[src/design/v3alu_pkg.sv]
`default_nettype none

package v3alu_pkg;

  localparam int WORD_BITS = 32;
  localparam int FRAC_BITS = 16;
  localparam int SUM_BITS  = WORD_BITS + 1;
  localparam int PROD_BITS = 2 * WORD_BITS;
  localparam int WIDE_BITS = PROD_BITS + 2;

  typedef enum logic [2:0] {
    FN_ADD   = 3'd0,
    FN_SUB   = 3'd1,
    FN_SCALE = 3'd2,
    FN_DOT   = 3'd3,
    FN_CROSS = 3'd4
  } func_t;

  typedef logic signed [WORD_BITS-1:0] word_t;
  typedef logic signed [SUM_BITS-1:0]  sum_t;
  typedef logic signed [PROD_BITS-1:0] prod_t;
  typedef logic signed [WIDE_BITS-1:0] wide_t;

  typedef struct packed {
    logic [2:0] func;
    word_t      a_x;
    word_t      a_y;
    word_t      a_z;
    word_t      b_x;
    word_t      b_y;
    word_t      b_z;
    word_t      scale_factor;
  } in_t;

  typedef struct packed {
    word_t res_x;
    word_t res_y;
    word_t res_z;
    word_t dot_value;
    logic  saturated;
  } out_t;

  // products and exact sums leaving the multiplier stages
  typedef struct packed {
    logic            valid;
    logic [2:0]      func;
    sum_t  [2:0]     sum;
    prod_t [2:0]     pa;
    prod_t [2:0]     pb;
  } mul_t;

  // shifted exact values ahead of saturation
  typedef struct packed {
    logic        valid;
    wide_t [2:0] vec;
    wide_t       dot;
  } comb_t;

endpackage

`default_nettype wire

[src/design/v3alu_sat.sv]
`default_nettype none

module v3alu_sat (
  input  wire logic              clk,
  input  wire logic              rst_n,
  input  wire v3alu_pkg::comb_t  comb_in,
  output logic                   sat_valid,
  output v3alu_pkg::out_t        sat_data
);

  localparam int W = v3alu_pkg::WORD_BITS;
  localparam int V = v3alu_pkg::WIDE_BITS;

  logic               valid5_r;
  v3alu_pkg::out_t    data5_r;
  v3alu_pkg::out_t    data5_nxt;

  v3alu_pkg::wide_t   val [4];
  v3alu_pkg::word_t   clip [4];
  logic [3:0]         over;
  logic [V-W:0]       hi;

  always_comb begin
    val[0] = comb_in.vec[0];
    val[1] = comb_in.vec[1];
    val[2] = comb_in.vec[2];
    val[3] = comb_in.dot;
    for (int i = 0; i < 4; i++) begin
      hi      = val[i][V-1:W-1];
      over[i] = !((&hi) || !(|hi));
      if (!over[i]) begin
        clip[i] = val[i][W-1:0];
      end else if (val[i][V-1]) begin
        clip[i] = {1'b1, {(W-1){1'b0}}};
      end else begin
        clip[i] = {1'b0, {(W-1){1'b1}}};
      end
    end
    data5_nxt.res_x     = clip[0];
    data5_nxt.res_y     = clip[1];
    data5_nxt.res_z     = clip[2];
    data5_nxt.dot_value = clip[3];
    data5_nxt.saturated = |over;
  end

  always_ff @(posedge clk) begin
    if (!rst_n) begin
      valid5_r <= 1'b0;
    end else begin
      valid5_r <= comb_in.valid;
    end
  end

  always_ff @(posedge clk) begin
    data5_r <= data5_nxt;
  end

  assign sat_valid = valid5_r;
  assign sat_data  = data5_r;

endmodule

`default_nettype wire

[config.mk]
export PLATFORM = sky130hd
export DESIGN_NAME = v3alu_sat
export DESIGN_NICKNAME = d
export VERILOG_FILES = /design/src/design/v3alu_pkg.sv /design/src/design/v3alu_sat.sv
export SDC_FILE = /design/constraint.sdc
export NUM_CORES = 1
export LEC_CHECK = 0
export BUFFER_PORTS_ARGS = -buffer_cell sky130_fd_sc_hd__buf_4
export CAP_MARGIN = 20
export CELL_PAD_IN_SITES_DETAIL_PLACEMENT = 1
export CELL_PAD_IN_SITES_GLOBAL_PLACEMENT = 1
export CORE_AREA = 2 2 152 154
export CTS_CLUSTER_SIZE = 8
export DETAILED_ROUTE_END_ITERATION = 16
export DIE_AREA = 0 0 154 156
export PLACE_DENSITY = 0.64
export SLEW_MARGIN = 20
export SYNTH_ARGS = -nofsm -noshare
export SYNTH_HDL_FRONTEND = slang
export SYNTH_SLANG_ARGS = --single-unit
[constraint.sdc]
create_clock -name clk -period 1.9 [get_ports clk]
set_input_delay 0.475 -clock clk [delete_from_list [all_inputs] [get_ports clk]]
set_output_delay 0.475 -clock clk [all_outputs]
set_load 0.1 [all_outputs]
Word-level counts from Yosys, hierarchy flattened --
Cells that the tools add are included.
Operators by class: reduce and logical (&&, ||, !) cells 21, $add $sub $neg 0, muxes and demuxes 8, multiply operators 0, order comparisons 0, div/mod/pow operators 0, bitwise logic cells 0, equality and inequality tests 0, shifts and indexed selects 0
Operators with widths (count):
- $mux 32 | 8
- $reduce_and 35->1 | 4
- $reduce_or 35->1 | 4
- $logic_not 1->1 | 8
- $logic_or 1x1->1 | 4
- $reduce_or 4->1 | 1
Storage, ports and cells: bits in read-only memories 0, output and inout port bits 130, memories 0, latch bits 0, register bits after elaboration 130, bits in writable memories 0

Depth between registers and ports, before layout --
depth after elaboration 5, mapped depth 6, depth with buffers taken out 5

Least setup slack after synthesis --
OpenSTA, ideal clock, no wires.
path type in2reg, start point input port comb_in[32] in the netlist's numbering, end point register data5_r (netlist bit sat_data[2]), slack 329 ps, stages on the path 6, path buffers 1, data arrival time 1457 ps, setup time 114 ps, path through nor4_1 nand4_1 nor3_2 nor3b_1 buf_6 a21o_1
RTL lines:
- start: declaration | line v3alu_sat.sv:6 | input wire v3alu_pkg::comb_t comb_in,
- end signal: assignment | line v3alu_sat.sv:55 | data5_r <= data5_nxt;
- end: declaration | line v3alu_sat.sv:15 | v3alu_pkg::out_t data5_r;

Final worst setup path --
start point register data5_r (netlist bit sat_data[17]), end point output port sat_data[17] in the netlist's numbering
RTL lines:
- end: declaration | line v3alu_sat.sv:8 | output v3alu_pkg::out_t sat_data
No word-level cell between the ends.

==> impl_metrics.csv <==
group,metric,value,unit
power_and_ir_drop,ir_worst_vdd,0.462,mV
die,die_height,156,um
routing,antenna_left,0,
die,io-pin-count,397,
worst_setup_path,cp-end-kind,"primary output",
placed_design,place_congestion,0.802,
timing,hold_violations,0,
worst_setup_path,worstPathMaxFanout,1,
power_and_ir_drop,seqPwrFrac,36.3,%
global_route,grt_pass1_wl,25900,um
die,die_w,154,um
die,die_area,24000,um^2
clock_tree,holdBufCountCts,0,
worst_setup_path,critical_path_class,"flop to primary output",
worst_setup_path,worstSetupStartpointType,"flop",
worst_setup_path,slowest_stage,"dfxtp_1",
synth,synthCells,396,
timing,fmax,660,MHz
global_route,antenna_found_initial,0,
clock_tree,cts_buffers,17,
min_path,hold_path.class,"input pin to flop",
routing,vias,4754,
routing,wl,17400,um
placed_design,hpwlAfterDp,14200,um
timing,drv_slew,0,
routing,highest_layer,"met4",
power_and_ir_drop,switching_share,33.2,%
placed_design,dp.cells,1070,
routing,drtIter0Drc,133,
synth,yosysWarnings,0,
power_and_ir_drop,switchingPower,2.67,mW
routing,dr.pass1.iters,4,
worst_setup_path,slowest_delay,0.34,ns
worst_setup_path,path_delay_family,"flip-flops",
clock_tree,clock-root-buffer,"clkbuf_16",
worst_setup_path,critPathBufInv,1,
finish,drive_gt1_share,56.8,%
die,coreArea,22400,um^2
finish,n_antenna_cell,0,
power_and_ir_drop,clkPwrFrac,39.0,%
finish,syn_to_final_growth,86.4,%
synth,yosys_register_bits,130,
routing,via_per_inst,4.31,
placed_design,pre_cts_ws,0.00977,ns
global_route,grt_overflow,0,
synth,synth_area,4540,um^2
timing,period_share,79.8,%
timing,postLayoutSetupSlackWorst,0.384,ns
job,drv_cap,0,
synth,syn_area_per_cell,11.5,um^2
power_and_ir_drop,p_leak,4.41,nW
routing,wl_met3,1590,um
finish,nets,1071,
routing,wl_met2,8620,um
run_status,outcome,"complete, no violations",
worst_setup_path,cp.arrival,1.04,ns
routing,wl_met1,6740,um
timing,fin_crit,1.52,ns
finish,layout.cells.non_filler,1102,
timing,grt_setup_unrepaired,"false",
timing,finalSetupTns,0,ns
clock_tree,postCtsResizedCells,0,
timing,slew_headroom,70.8,%
worst_setup_path,cp_cell_sequence,"buf_4",
power_and_ir_drop,p_per_area,949,nW/um^2
clock_tree,post_cts_buffers,0,
timing,finalSetupViolCount,0,
clock_tree,htree_levels,4,
routing,post-route-drc-count,0,
die,start_util,20.3,%
synth,synth_nets,663,
global_route,track_usage,13.8,%
placed_design,portBuffers,396,
routing,wire_per_inst,15.8,um
die,row_count,55,
finish,nFillCells,2565,
clock_tree,cts_sinks,130,
power_and_ir_drop,p_comb_share,24.8,%
global_route,grt_max_degree,32,
synth,synth_cell_types,17,
global_route,grt_pass1_vias,4960,
synth,ys_seq_area_share,57.3,%
clock_tree,cts_buffer_depth,2,
worst_setup_path,required,1.42,ns
clock_tree,cts_tree,"built",
timing,tightest_slew,0.436,ns
clock_tree,clk_pin_slew,0.06,ns
power_and_ir_drop,p_int,5.37,mW
[synth_stat cells, drive strengths merged]
library cell | instances | share of area, %
a21o | 124 | 21
and2 | 1 | 0.14
buf | 24 | 5.9
clkbuf | 1 | 0.083
dfxtp | 130 | 57
dlygate4sd1 | 3 | 0.58
nand2 | 4 | 0.33
nand3 | 12 | 1.3
nand4 | 37 | 5.1
nor2 | 4 | 0.33
nor3 | 12 | 1.8
nor3b | 4 | 0.66
nor4 | 36 | 5.0
or2b | 4 | 0.94
[worst paths after layout]
check,slack (ns),to,depth (start not counted),startpoint
min,0.21,sat_data[96]$_DFF_P_,1,comb_in[197]
max,0.38,sat_data[17],1,sat_data[17]$_DFF_P_
[layout by cell type, fill, tap and decap left out, drive strengths merged]
master,instances
a21o,124
nand4,37
bufinv,1
clkinv,5
clkinvlp,4
clkbuf,18
nor3b,4
dfxtp,130
nand2,4
nand3,12
and2,1
nor3,12
nor4,36
nor2,4
buf,417
inv,4
or2b,4
[cell type report]
cell class	instances	area, um^2	share of cell area (%)
clock buffer	18	439	5.19
clock inverter	14	130	1.54
multi-input combinational	238	1660	19.6
sequential	130	2600	30.7
tap	285	357	4.21
timing repair buffer	417	3280	38.7
[flip-flops by register name, summed over array words and instances, names as in the netlist]
signal and count:
sat_data 129, sat_valid 1
[cells by family (layout without fill, tap and decap cells)]
family | Yosys count | after routing | share of synthesized area, %
AOI/OAI and AO/OA | 124 | 124 | 20.6
DFF | 130 | 130 | 57.3
buffers and inverters | 28 | 449 | 6.61
and+or+nand+nor | 114 | 114 | 15.5
[stage by stage]
| step | util, % | area [um^2] | hold WS, ns | power [mW] |
|---|---|---|---|---|
| 2_1_floorplan | - | 4540 | 0.565 | 4.21 |
| 3_3_place_gp | 35.3 | 7900 | 0.617 | 4.96 |
| 3_5_place_dp | 35.3 | 7900 | 0.620 | 4.97 |
| 4_1_cts | 37.9 | 8470 | 0.185 | 8.18 |
| 5_1_grt | 37.9 | 8470 | 0.176 | 8.40 |
| 6_report | 37.9 | 8470 | 0.206 | 8.03 |
[routing by layer]
layer / GRT usage (%) / vias up
met5: 0 / -
met4: 5.34 / 0
met3: 5.19 / 24
met2: 24.0 / 244
met1: 15.4 / 2190
li1: - / 2296
[power by group through the flow]
stage / clock network (mW) / logic, mW / registers, mW
global placement: 0 / 1.99 / 2.97
floorplan: 0 / 0.182 / 4.03
CTS: 3.26 / 2.00 / 2.92
global route: 3.41 / 2.07 / 2.93
detailed placement: 0 / 2.00 / 2.97
finish: 3.13 / 1.99 / 2.91
Power figures use the tool's default switching activity.
