### config.mk
export PLATFORM = sky130hd
export DESIGN_NAME = v3alu_comb
export DESIGN_NICKNAME = d
export VERILOG_FILES = /design/src/design/v3alu_pkg.sv /design/src/design/v3alu_comb.sv
export SDC_FILE = /design/constraint.sdc
export NUM_CORES = 1
export LEC_CHECK = 0
export BUFFER_PORTS_ARGS = -buffer_cell sky130_fd_sc_hd__buf_2
export CORE_AREA = 2 2 295 297
export CTS_CLUSTER_DIAMETER = 50
export CTS_CLUSTER_SIZE = 16
export DETAILED_ROUTE_END_ITERATION = 12
export DIE_AREA = 0 0 297 299
export PLACE_DENSITY_LB_ADDON = 0.15
export SLEW_MARGIN = 10
export SYNTH_ARGS = -nofsm -noshare
export SYNTH_HDL_FRONTEND = slang
export SYNTH_SLANG_ARGS = --single-unit
### constraint.sdc
create_clock -name clk -period 3.2 [get_ports clk]
set_input_delay 0 -clock clk [delete_from_list [all_inputs] [get_ports clk]]
set_output_delay 0 -clock clk [all_outputs]
set_load 0.02 [all_outputs]
### src/design/v3alu_pkg.sv
`default_nettype none

package v3alu_pkg;

  localparam int WORD_BITS = 32;
  localparam int FRAC_BITS = 16;
  localparam int SUM_BITS  = WORD_BITS + 1;
  localparam int PROD_BITS = 2 * WORD_BITS;
  localparam int WIDE_BITS = PROD_BITS + 2;

  typedef enum logic [2:0] {
    FN_ADD   = 3'd0,
    FN_SUB   = 3'd1,
    FN_SCALE = 3'd2,
    FN_DOT   = 3'd3,
    FN_CROSS = 3'd4
  } func_t;

  typedef logic signed [WORD_BITS-1:0] word_t;
  typedef logic signed [SUM_BITS-1:0]  sum_t;
  typedef logic signed [PROD_BITS-1:0] prod_t;
  typedef logic signed [WIDE_BITS-1:0] wide_t;

  typedef struct packed {
    logic [2:0] func;
    word_t      a_x;
    word_t      a_y;
    word_t      a_z;
    word_t      b_x;
    word_t      b_y;
    word_t      b_z;
    word_t      scale_factor;
  } in_t;

  typedef struct packed {
    word_t res_x;
    word_t res_y;
    word_t res_z;
    word_t dot_value;
    logic  saturated;
  } out_t;

  // products and exact sums leaving the multiplier stages
  typedef struct packed {
    logic            valid;
    logic [2:0]      func;
    sum_t  [2:0]     sum;
    prod_t [2:0]     pa;
    prod_t [2:0]     pb;
  } mul_t;

  // shifted exact values ahead of saturation
  typedef struct packed {
    logic        valid;
    wide_t [2:0] vec;
    wide_t       dot;
  } comb_t;

endpackage

`default_nettype wire

### src/design/v3alu_comb.sv
`default_nettype none

module v3alu_comb (
  input  wire logic              clk,
  input  wire logic              rst_n,
  input  wire v3alu_pkg::mul_t   mul_in,
  output v3alu_pkg::comb_t       comb_out
);

  logic                valid3_r;
  v3alu_pkg::wide_t    vec3_r [3];
  v3alu_pkg::wide_t    dpart3_r;
  v3alu_pkg::wide_t    dlast3_r;

  v3alu_pkg::wide_t    vec3_nxt [3];
  v3alu_pkg::wide_t    dpart3_nxt;
  v3alu_pkg::wide_t    dlast3_nxt;

  logic                valid4_r;
  v3alu_pkg::wide_t    vec4_r [3];
  v3alu_pkg::wide_t    dot4_r;

  v3alu_pkg::wide_t    ta [3];
  v3alu_pkg::wide_t    tb [3];
  v3alu_pkg::wide_t    dot_full;

  always_comb begin
    for (int i = 0; i < 3; i++) begin
      ta[i] = v3alu_pkg::wide_t'($signed(mul_in.pa[i]));
      tb[i] = v3alu_pkg::wide_t'($signed(mul_in.pb[i]));
    end
  end

  always_comb begin
    dpart3_nxt = '0;
    dlast3_nxt = '0;
    for (int i = 0; i < 3; i++) begin
      vec3_nxt[i] = '0;
    end
    unique case (mul_in.func) inside
      v3alu_pkg::FN_ADD, v3alu_pkg::FN_SUB: begin
        for (int i = 0; i < 3; i++) begin
          vec3_nxt[i] = v3alu_pkg::wide_t'($signed(mul_in.sum[i]));
        end
      end
      v3alu_pkg::FN_SCALE: begin
        for (int i = 0; i < 3; i++) begin
          vec3_nxt[i] = ta[i] >>> v3alu_pkg::FRAC_BITS;
        end
      end
      v3alu_pkg::FN_CROSS: begin
        for (int i = 0; i < 3; i++) begin
          vec3_nxt[i] = (ta[i] - tb[i]) >>> v3alu_pkg::FRAC_BITS;
        end
      end
      v3alu_pkg::FN_DOT: begin
        dpart3_nxt = ta[0] + ta[1];
        dlast3_nxt = ta[2];
      end
      default: begin
      end
    endcase
  end

  assign dot_full = dpart3_r + dlast3_r;

  always_ff @(posedge clk) begin
    if (!rst_n) begin
      valid3_r <= 1'b0;
      valid4_r <= 1'b0;
    end else begin
      valid3_r <= mul_in.valid;
      valid4_r <= valid3_r;
    end
  end

  always_ff @(posedge clk) begin
    for (int i = 0; i < 3; i++) begin
      vec3_r[i] <= vec3_nxt[i];
      vec4_r[i] <= vec3_r[i];
    end
    dpart3_r <= dpart3_nxt;
    dlast3_r <= dlast3_nxt;
    dot4_r   <= dot_full >>> v3alu_pkg::FRAC_BITS;
  end

  always_comb begin
    comb_out.valid = valid4_r;
    comb_out.dot   = dot4_r;
    for (int i = 0; i < 3; i++) begin
      comb_out.vec[i] = vec4_r[i];
    end
  end

endmodule

`default_nettype wire

# == Word level (Yosys, flattened, before mapping) ==
# Memories as Yosys holds them, arrays and structs flattened.
# Index checks and enable logic that the tools add are counted.
# Widths: inputs -> output; s select.
# classes
add_sub_neg,5
eq_ne,4
n_mux,1
n_reduce_logical,2
# ops
operator,count
$pmux 198 s3,1
$sub 64x64->65,3
$add 66x64->66,1
$add 64x64->65,1
$eq 3x2->1 const B,2
$eq 3x1->1 const B,1
$eq 3x3->1 const B,1
$logic_not 3->1,1
$reduce_or 2->1,1
# totals
register_bits,182
mem_bits_rw,396
input_bits,489
out_inout_bits,265
mem_count,2
# mem_list
memory,words,word_bits,rd,rd_clocked_by_memory_dff,wr,line_no,text
vec3_r,3,66,3,0,3,v3alu_comb.sv:11,v3alu_pkg::wide_t vec3_r [3];
vec4_r,3,66,3,0,3,v3alu_comb.sv:20,v3alu_pkg::wide_t vec4_r [3];

# == Depth between registers and ports, before layout ==
# depth
ltp_word,3
depth_mapped,16
depth_no_buf,15

# == Worst setup path before layout ==
# OpenSTA, ideal clock, no wires.
# synth_path
path_kind,reg-to-reg
start,reg dpart3_r[15]
end,"reg, netlist name dot4_r[49]"
setup_time_ns,0.058
arrival_time_ns,2.916
path_slack_ns,0.226
stages_incl_launch_ff,15
path_buffers,0
cell_sequence,dfxtp_1 ha_1 a21o_1 a221o_1 a31oi_1 o21ai_1 a21oi_4 a311oi_1 o2111ai_1 nand3_1 nand2_1 nand2_1 a221o_1 a211oi_1 mux2_2
# synth_via
elab_chain_len,1
# synth_lines
item,line_no,text
start: declaration,v3alu_comb.sv:12,v3alu_pkg::wide_t dpart3_r;
start signal: assignment,v3alu_comb.sv:82,dpart3_r <= dpart3_nxt;
$add 66x64->66,v3alu_comb.sv:65,assign dot_full = dpart3_r + dlast3_r;
via dot_full[65],v3alu_comb.sv:25,v3alu_pkg::wide_t dot_full;
# The timed path passes the listed nets, and every way through them passes these cells.
# A chain may end at the register's enable or synchronous reset.

# == Final worst setup path ==
# layout_path
start,reg dlast3_r[14]
end,reg dot4_r[35]
# layout_via
elab_chain_len,1
# layout_lines
item,line_no,text
start: declaration,v3alu_comb.sv:13,v3alu_pkg::wide_t dlast3_r;
start signal: assignment,v3alu_comb.sv:83,dlast3_r <= dlast3_nxt;
$add 66x64->66,v3alu_comb.sv:65,
via dot_full[51],v3alu_comb.sv:25,
end signal: assignment,v3alu_comb.sv:84,dot4_r <= dot_full >>> v3alu_pkg::FRAC_BITS;
end: declaration,v3alu_comb.sv:21,v3alu_pkg::wide_t dot4_r;
# The timed path passes the listed nets, and every way through them passes these cells.

==> impl_results.md <==
* CP startpoint: dlast3_r[14]
* Reg2reg end: dot4_r[35]
* Startpoint Class: flip-flop
* Placer congestion estimate at 0.952
* Setup TNS at 0 ps
* Die height at 299 um
* WL/cell at around 19 um
* Critical Path AT at between 3000 and 4000 ps
* Clock sink count at approximately 480
* Max cap viols at 0
* Most common cell after layout, fill and taps aside: buf_2
* Setup Viol. Count Final at 0
* Drc violations at 2
* Initial antenna violation count at 24
* DR vias at 30100
* Clock skew at between 15 and 20 ps
* Post-synthesis sequential area ratio at 0.332
* Distinct cells, synth at 92
* CP max stage delay at 390 ps
* Fin util at 0.491
* Initial Util at 0.333
* Clock share of power at 0.368
* Most frequent cells in the layout: 752 x buf_2, 473 x dfxtp_1, 405 x dlygate4sd3_1
* Slowest CP cell: a221o_1
* H-tree levels at 2
* Failing checks: DRC
* Tot Pwr at roughly 19000 uW
* GRT Util Overall at 0.243
* Area Overhead vs Synth at 47.3%
* 1st-pass router iterations at 9
* Peak VDD IR at 438 uV
* Syn_nets at around 4200
* Asr flop ratio synth at 0
* Root Buffer Master: clkbuf_16
* Critical Path End: dot4_r[35]
* Main synth FF type: dfxtp_1
* Flop-to-flop setup slack at around 3 ps
* Post-synthesis cell area at between 20000 and 30000 um2
* Logic pwr share at 0.291
* Routed vias/inst at 5.03
* Tightest Pin Transition at approximately 850 ps
* Post-route ant nets at 0
* Global-route wire length before repair at about 170 mm
* Cts bufs inserted at 58
* CP cell instances: ha_1 > and3_4 > a221o_1 > a31oi_1 > o21ai_2 > a21oi_4 > buf_6 > o31ai_4 > a21oi_2 > a31oi_2 > a221o_1 > a21oi_2 > o311ai_2 > xor2_1
* DRT Wirelength at 113 mm
* Post-Layout Cell Count at ~6000
* CP required at 3710 ps
* Fill cells at 8523
* Port buffer count at roughly 750
* Max Clk Rate at around 310 MHz
* Synth warn at 0
* Outcome: complete, but fails checks
* Clock transition at path regs at about 60 ps
* Leakage at between 0.02 and 0.025 uW
* CP Max Fanout at 3
* Largest net degree at the start of global routing at 71
* # IOs at 754
* Reg2reg path depth at 14
* Overflow left after global routing at 0
* Core ar. at 85900 um2
* CP Class: flip-flop to flip-flop
* Crit share post-route at 0.999
* Critical R2R Launch: dlast3_r[14]
* Post-Syn Area per Cell at roughly 8.4 um2
* Max-slew violations at 0
* Share of cells above drive strength 1 at 0.278
* Overall die width at 297 um
* Hold crit path type: input pin to flip-flop
* Period minus WS final at roughly 3200 ps
* Initial DRC count at between 1500 and 2000
* Worst skew pair latency at 630 ps
* NetSw at 6220 uW
* CP Capture Type: flip-flop
* Final Hold Viols at 0
* DIE AREA at around 89000 um2
* PwrDens at 454 nW/um2
* Int Pwr at 13000 uW
* Max clock buf depth at 3
* CP Depth at 14
* RSZ-0062 raised after global routing: yes
* Placed Cells incl. Taps at roughly 5500
* Layout Nets at between 5000 and 6000
* Sequential power share at 0.341
* Sw Share at 0.324
* Post-synth EDFFs at 0
* Synthesized instance count at ~3400
* CTS tree: yes
* Critical path buffer and inverter count at 1
* FP Rows at roughly 110
* HPWL after detailed placement at 90.6 mm
* Top delay family on crit path: compound AO/OA/AOI/OAI gates
* Worst slew margin at 0.435
* Vias in the first global route at a little under 30000
* Synth Register Bits at 475
logic make-up (layout without fill, tap and decap cells):
| logic type | count (synthesis) | after routing | synth area share |
|---|---|---|---|
| AOI/OAI and AO/OA | 1153 | 1153 | 0.254 |
| and+or+nand+nor | 774 | 774 | 0.133 |
| DFF | 475 | 475 | 0.332 |
| buffers and inverters | 456 | 1871 | 0.0690 |
| adders and majority gates | 318 | 318 | 0.139 |
| xor gates and xnor gates | 236 | 236 | 0.0721 |
| muxes | 1 | 1 | 0.000393 |
| other | 0 | 15 | 0 |
timing repair:
item / in CTS / in global routing
setup buffers: 0 / 10
pin swaps: 4 / 49
hold endpoints to repair: 249 / 1
resized for setup: 7 / 94
hold buffers: 405 / 2
setup endpoints to repair: 11 / 62
Yosys cell counts, types with 4 or more instances:
library cell | instances | area share
nor2_1 | 189 | 0.025
a211oi_1 | 20 | 0.0052
o221ai_1 | 5 | 0.0015
buf_2 | 6 | 0.0010
a222oi_1 | 4 | 0.0014
xor2_1 | 100 | 0.031
a22oi_1 | 89 | 0.023
o21ai_0 | 273 | 0.048
nor4_1 | 8 | 0.0017
o21ai_2 | 4 | 0.0012
a31o_2 | 7 | 0.0021
o21ai_1 | 24 | 0.0042
a21boi_0 | 4 | 0.0010
dfxtp_1 | 475 | 0.33
o31ai_1 | 16 | 0.0042
a21oi_2 | 5 | 0.0015
nor2b_1 | 33 | 0.0072
nand3_1 | 53 | 0.0093
a221oi_2 | 4 | 0.0021
a41oi_1 | 10 | 0.0031
a21oi_1 | 349 | 0.061
or3_1 | 10 | 0.0022
nor3_1 | 36 | 0.0063
nand2_1 | 212 | 0.028
nand3b_1 | 5 | 0.0013
o21bai_1 | 50 | 0.013
nand4_1 | 58 | 0.013
nand2b_1 | 26 | 0.0057
ha_1 | 317 | 0.14
and2_1 | 19 | 0.0041
or2_1 | 4 | 0.00087
o21a_1 | 27 | 0.0071
a221oi_1 | 8 | 0.0024
o22ai_1 | 6 | 0.0013
and4_1 | 9 | 0.0028
or2_2 | 4 | 0.00087
buf_4 | 68 | 0.018
o211ai_1 | 16 | 0.0042
inv_1 | 263 | 0.034
and3_1 | 88 | 0.019
a221o_1 | 9 | 0.0031
clkbuf_1 | 117 | 0.015
a21o_1 | 133 | 0.035
xnor2_1 | 136 | 0.042
a31oi_1 | 35 | 0.0076
tightest hold or removal path: stages:
cell and delay, ps:
buf_2 130, ha_1 260, o311ai_0 180
area by class of cell:
class                   count  area [um2]  area share
clock inverters            46         624      0.0148
diodes                     15        37.5    0.000889
well taps                1155        1450      0.0342
multi-input cells        2482       17700       0.418
inverters                 263         987      0.0234
clock buffers              62        1520      0.0360
repair buffers           1500       10400       0.247
flip-flops and latches    475        9510       0.225
flip-flops by register name, indices dropped and copies added, names as in the netlist:
| signal | cells |
|---|---|
| dlast3_r | 64 |
| dot4_r | 50 |
| dpart3_r | 65 |
| valid3_r | 1 |
| valid4_r | 1 |
| vec3_r | 147 |
| vec4_r | 147 |
routing by layer:
metal	wire length (um)	part of all wire	global-route usage	vias to the layer above
met5	94	0.00083	0	-
met4	3530	0.031	0.0833	14
met3	5930	0.052	0.0427	192
met2	57000	0.50	0.443	851
met1	46400	0.41	0.285	14200
li1	-	-	-	14900
power groups by stage:
stage | Sequential, uW | Clock (uW) | Combinational (uW)
global route | 6580 | 7500 | 6080
finish | 6540 | 7070 | 5580
floorplan | 6920 | 0 | 2730
detailed placement | 6680 | 0 | 4970
CTS | 6550 | 7250 | 5470
global placement | 6670 | 0 | 4980
stage by stage:
step | worst slack (ps) | area [um2] | hold WS (ps)
global placement | -241 | 35400 | 202
detailed placement | -305 | 35400 | 199
global route | -124 | 42200 | 21.8
floorplan | 226 | 28700 | 109
finish | 2.98 | 42200 | 19.8
CTS | 15.5 | 41700 | 0.406
how the worst min path moves through the flow:
stage,end,start,slack [ps],cells past startpoint
floorplan,vec3_r[0][0],mul_in[384],110,2
global placement,vec3_r[0][1],mul_in[385],200,3
detailed placement,vec3_r[0][68],mul_in[419],200,3
CTS,dpart3_r[9],mul_in[264],0.4,5
global route,vec3_r[0][96],mul_in[110],20,5
finish,vec3_r[0][87],mul_in[293],20,3
Note: power is estimated with default switching activity, not from simulation.
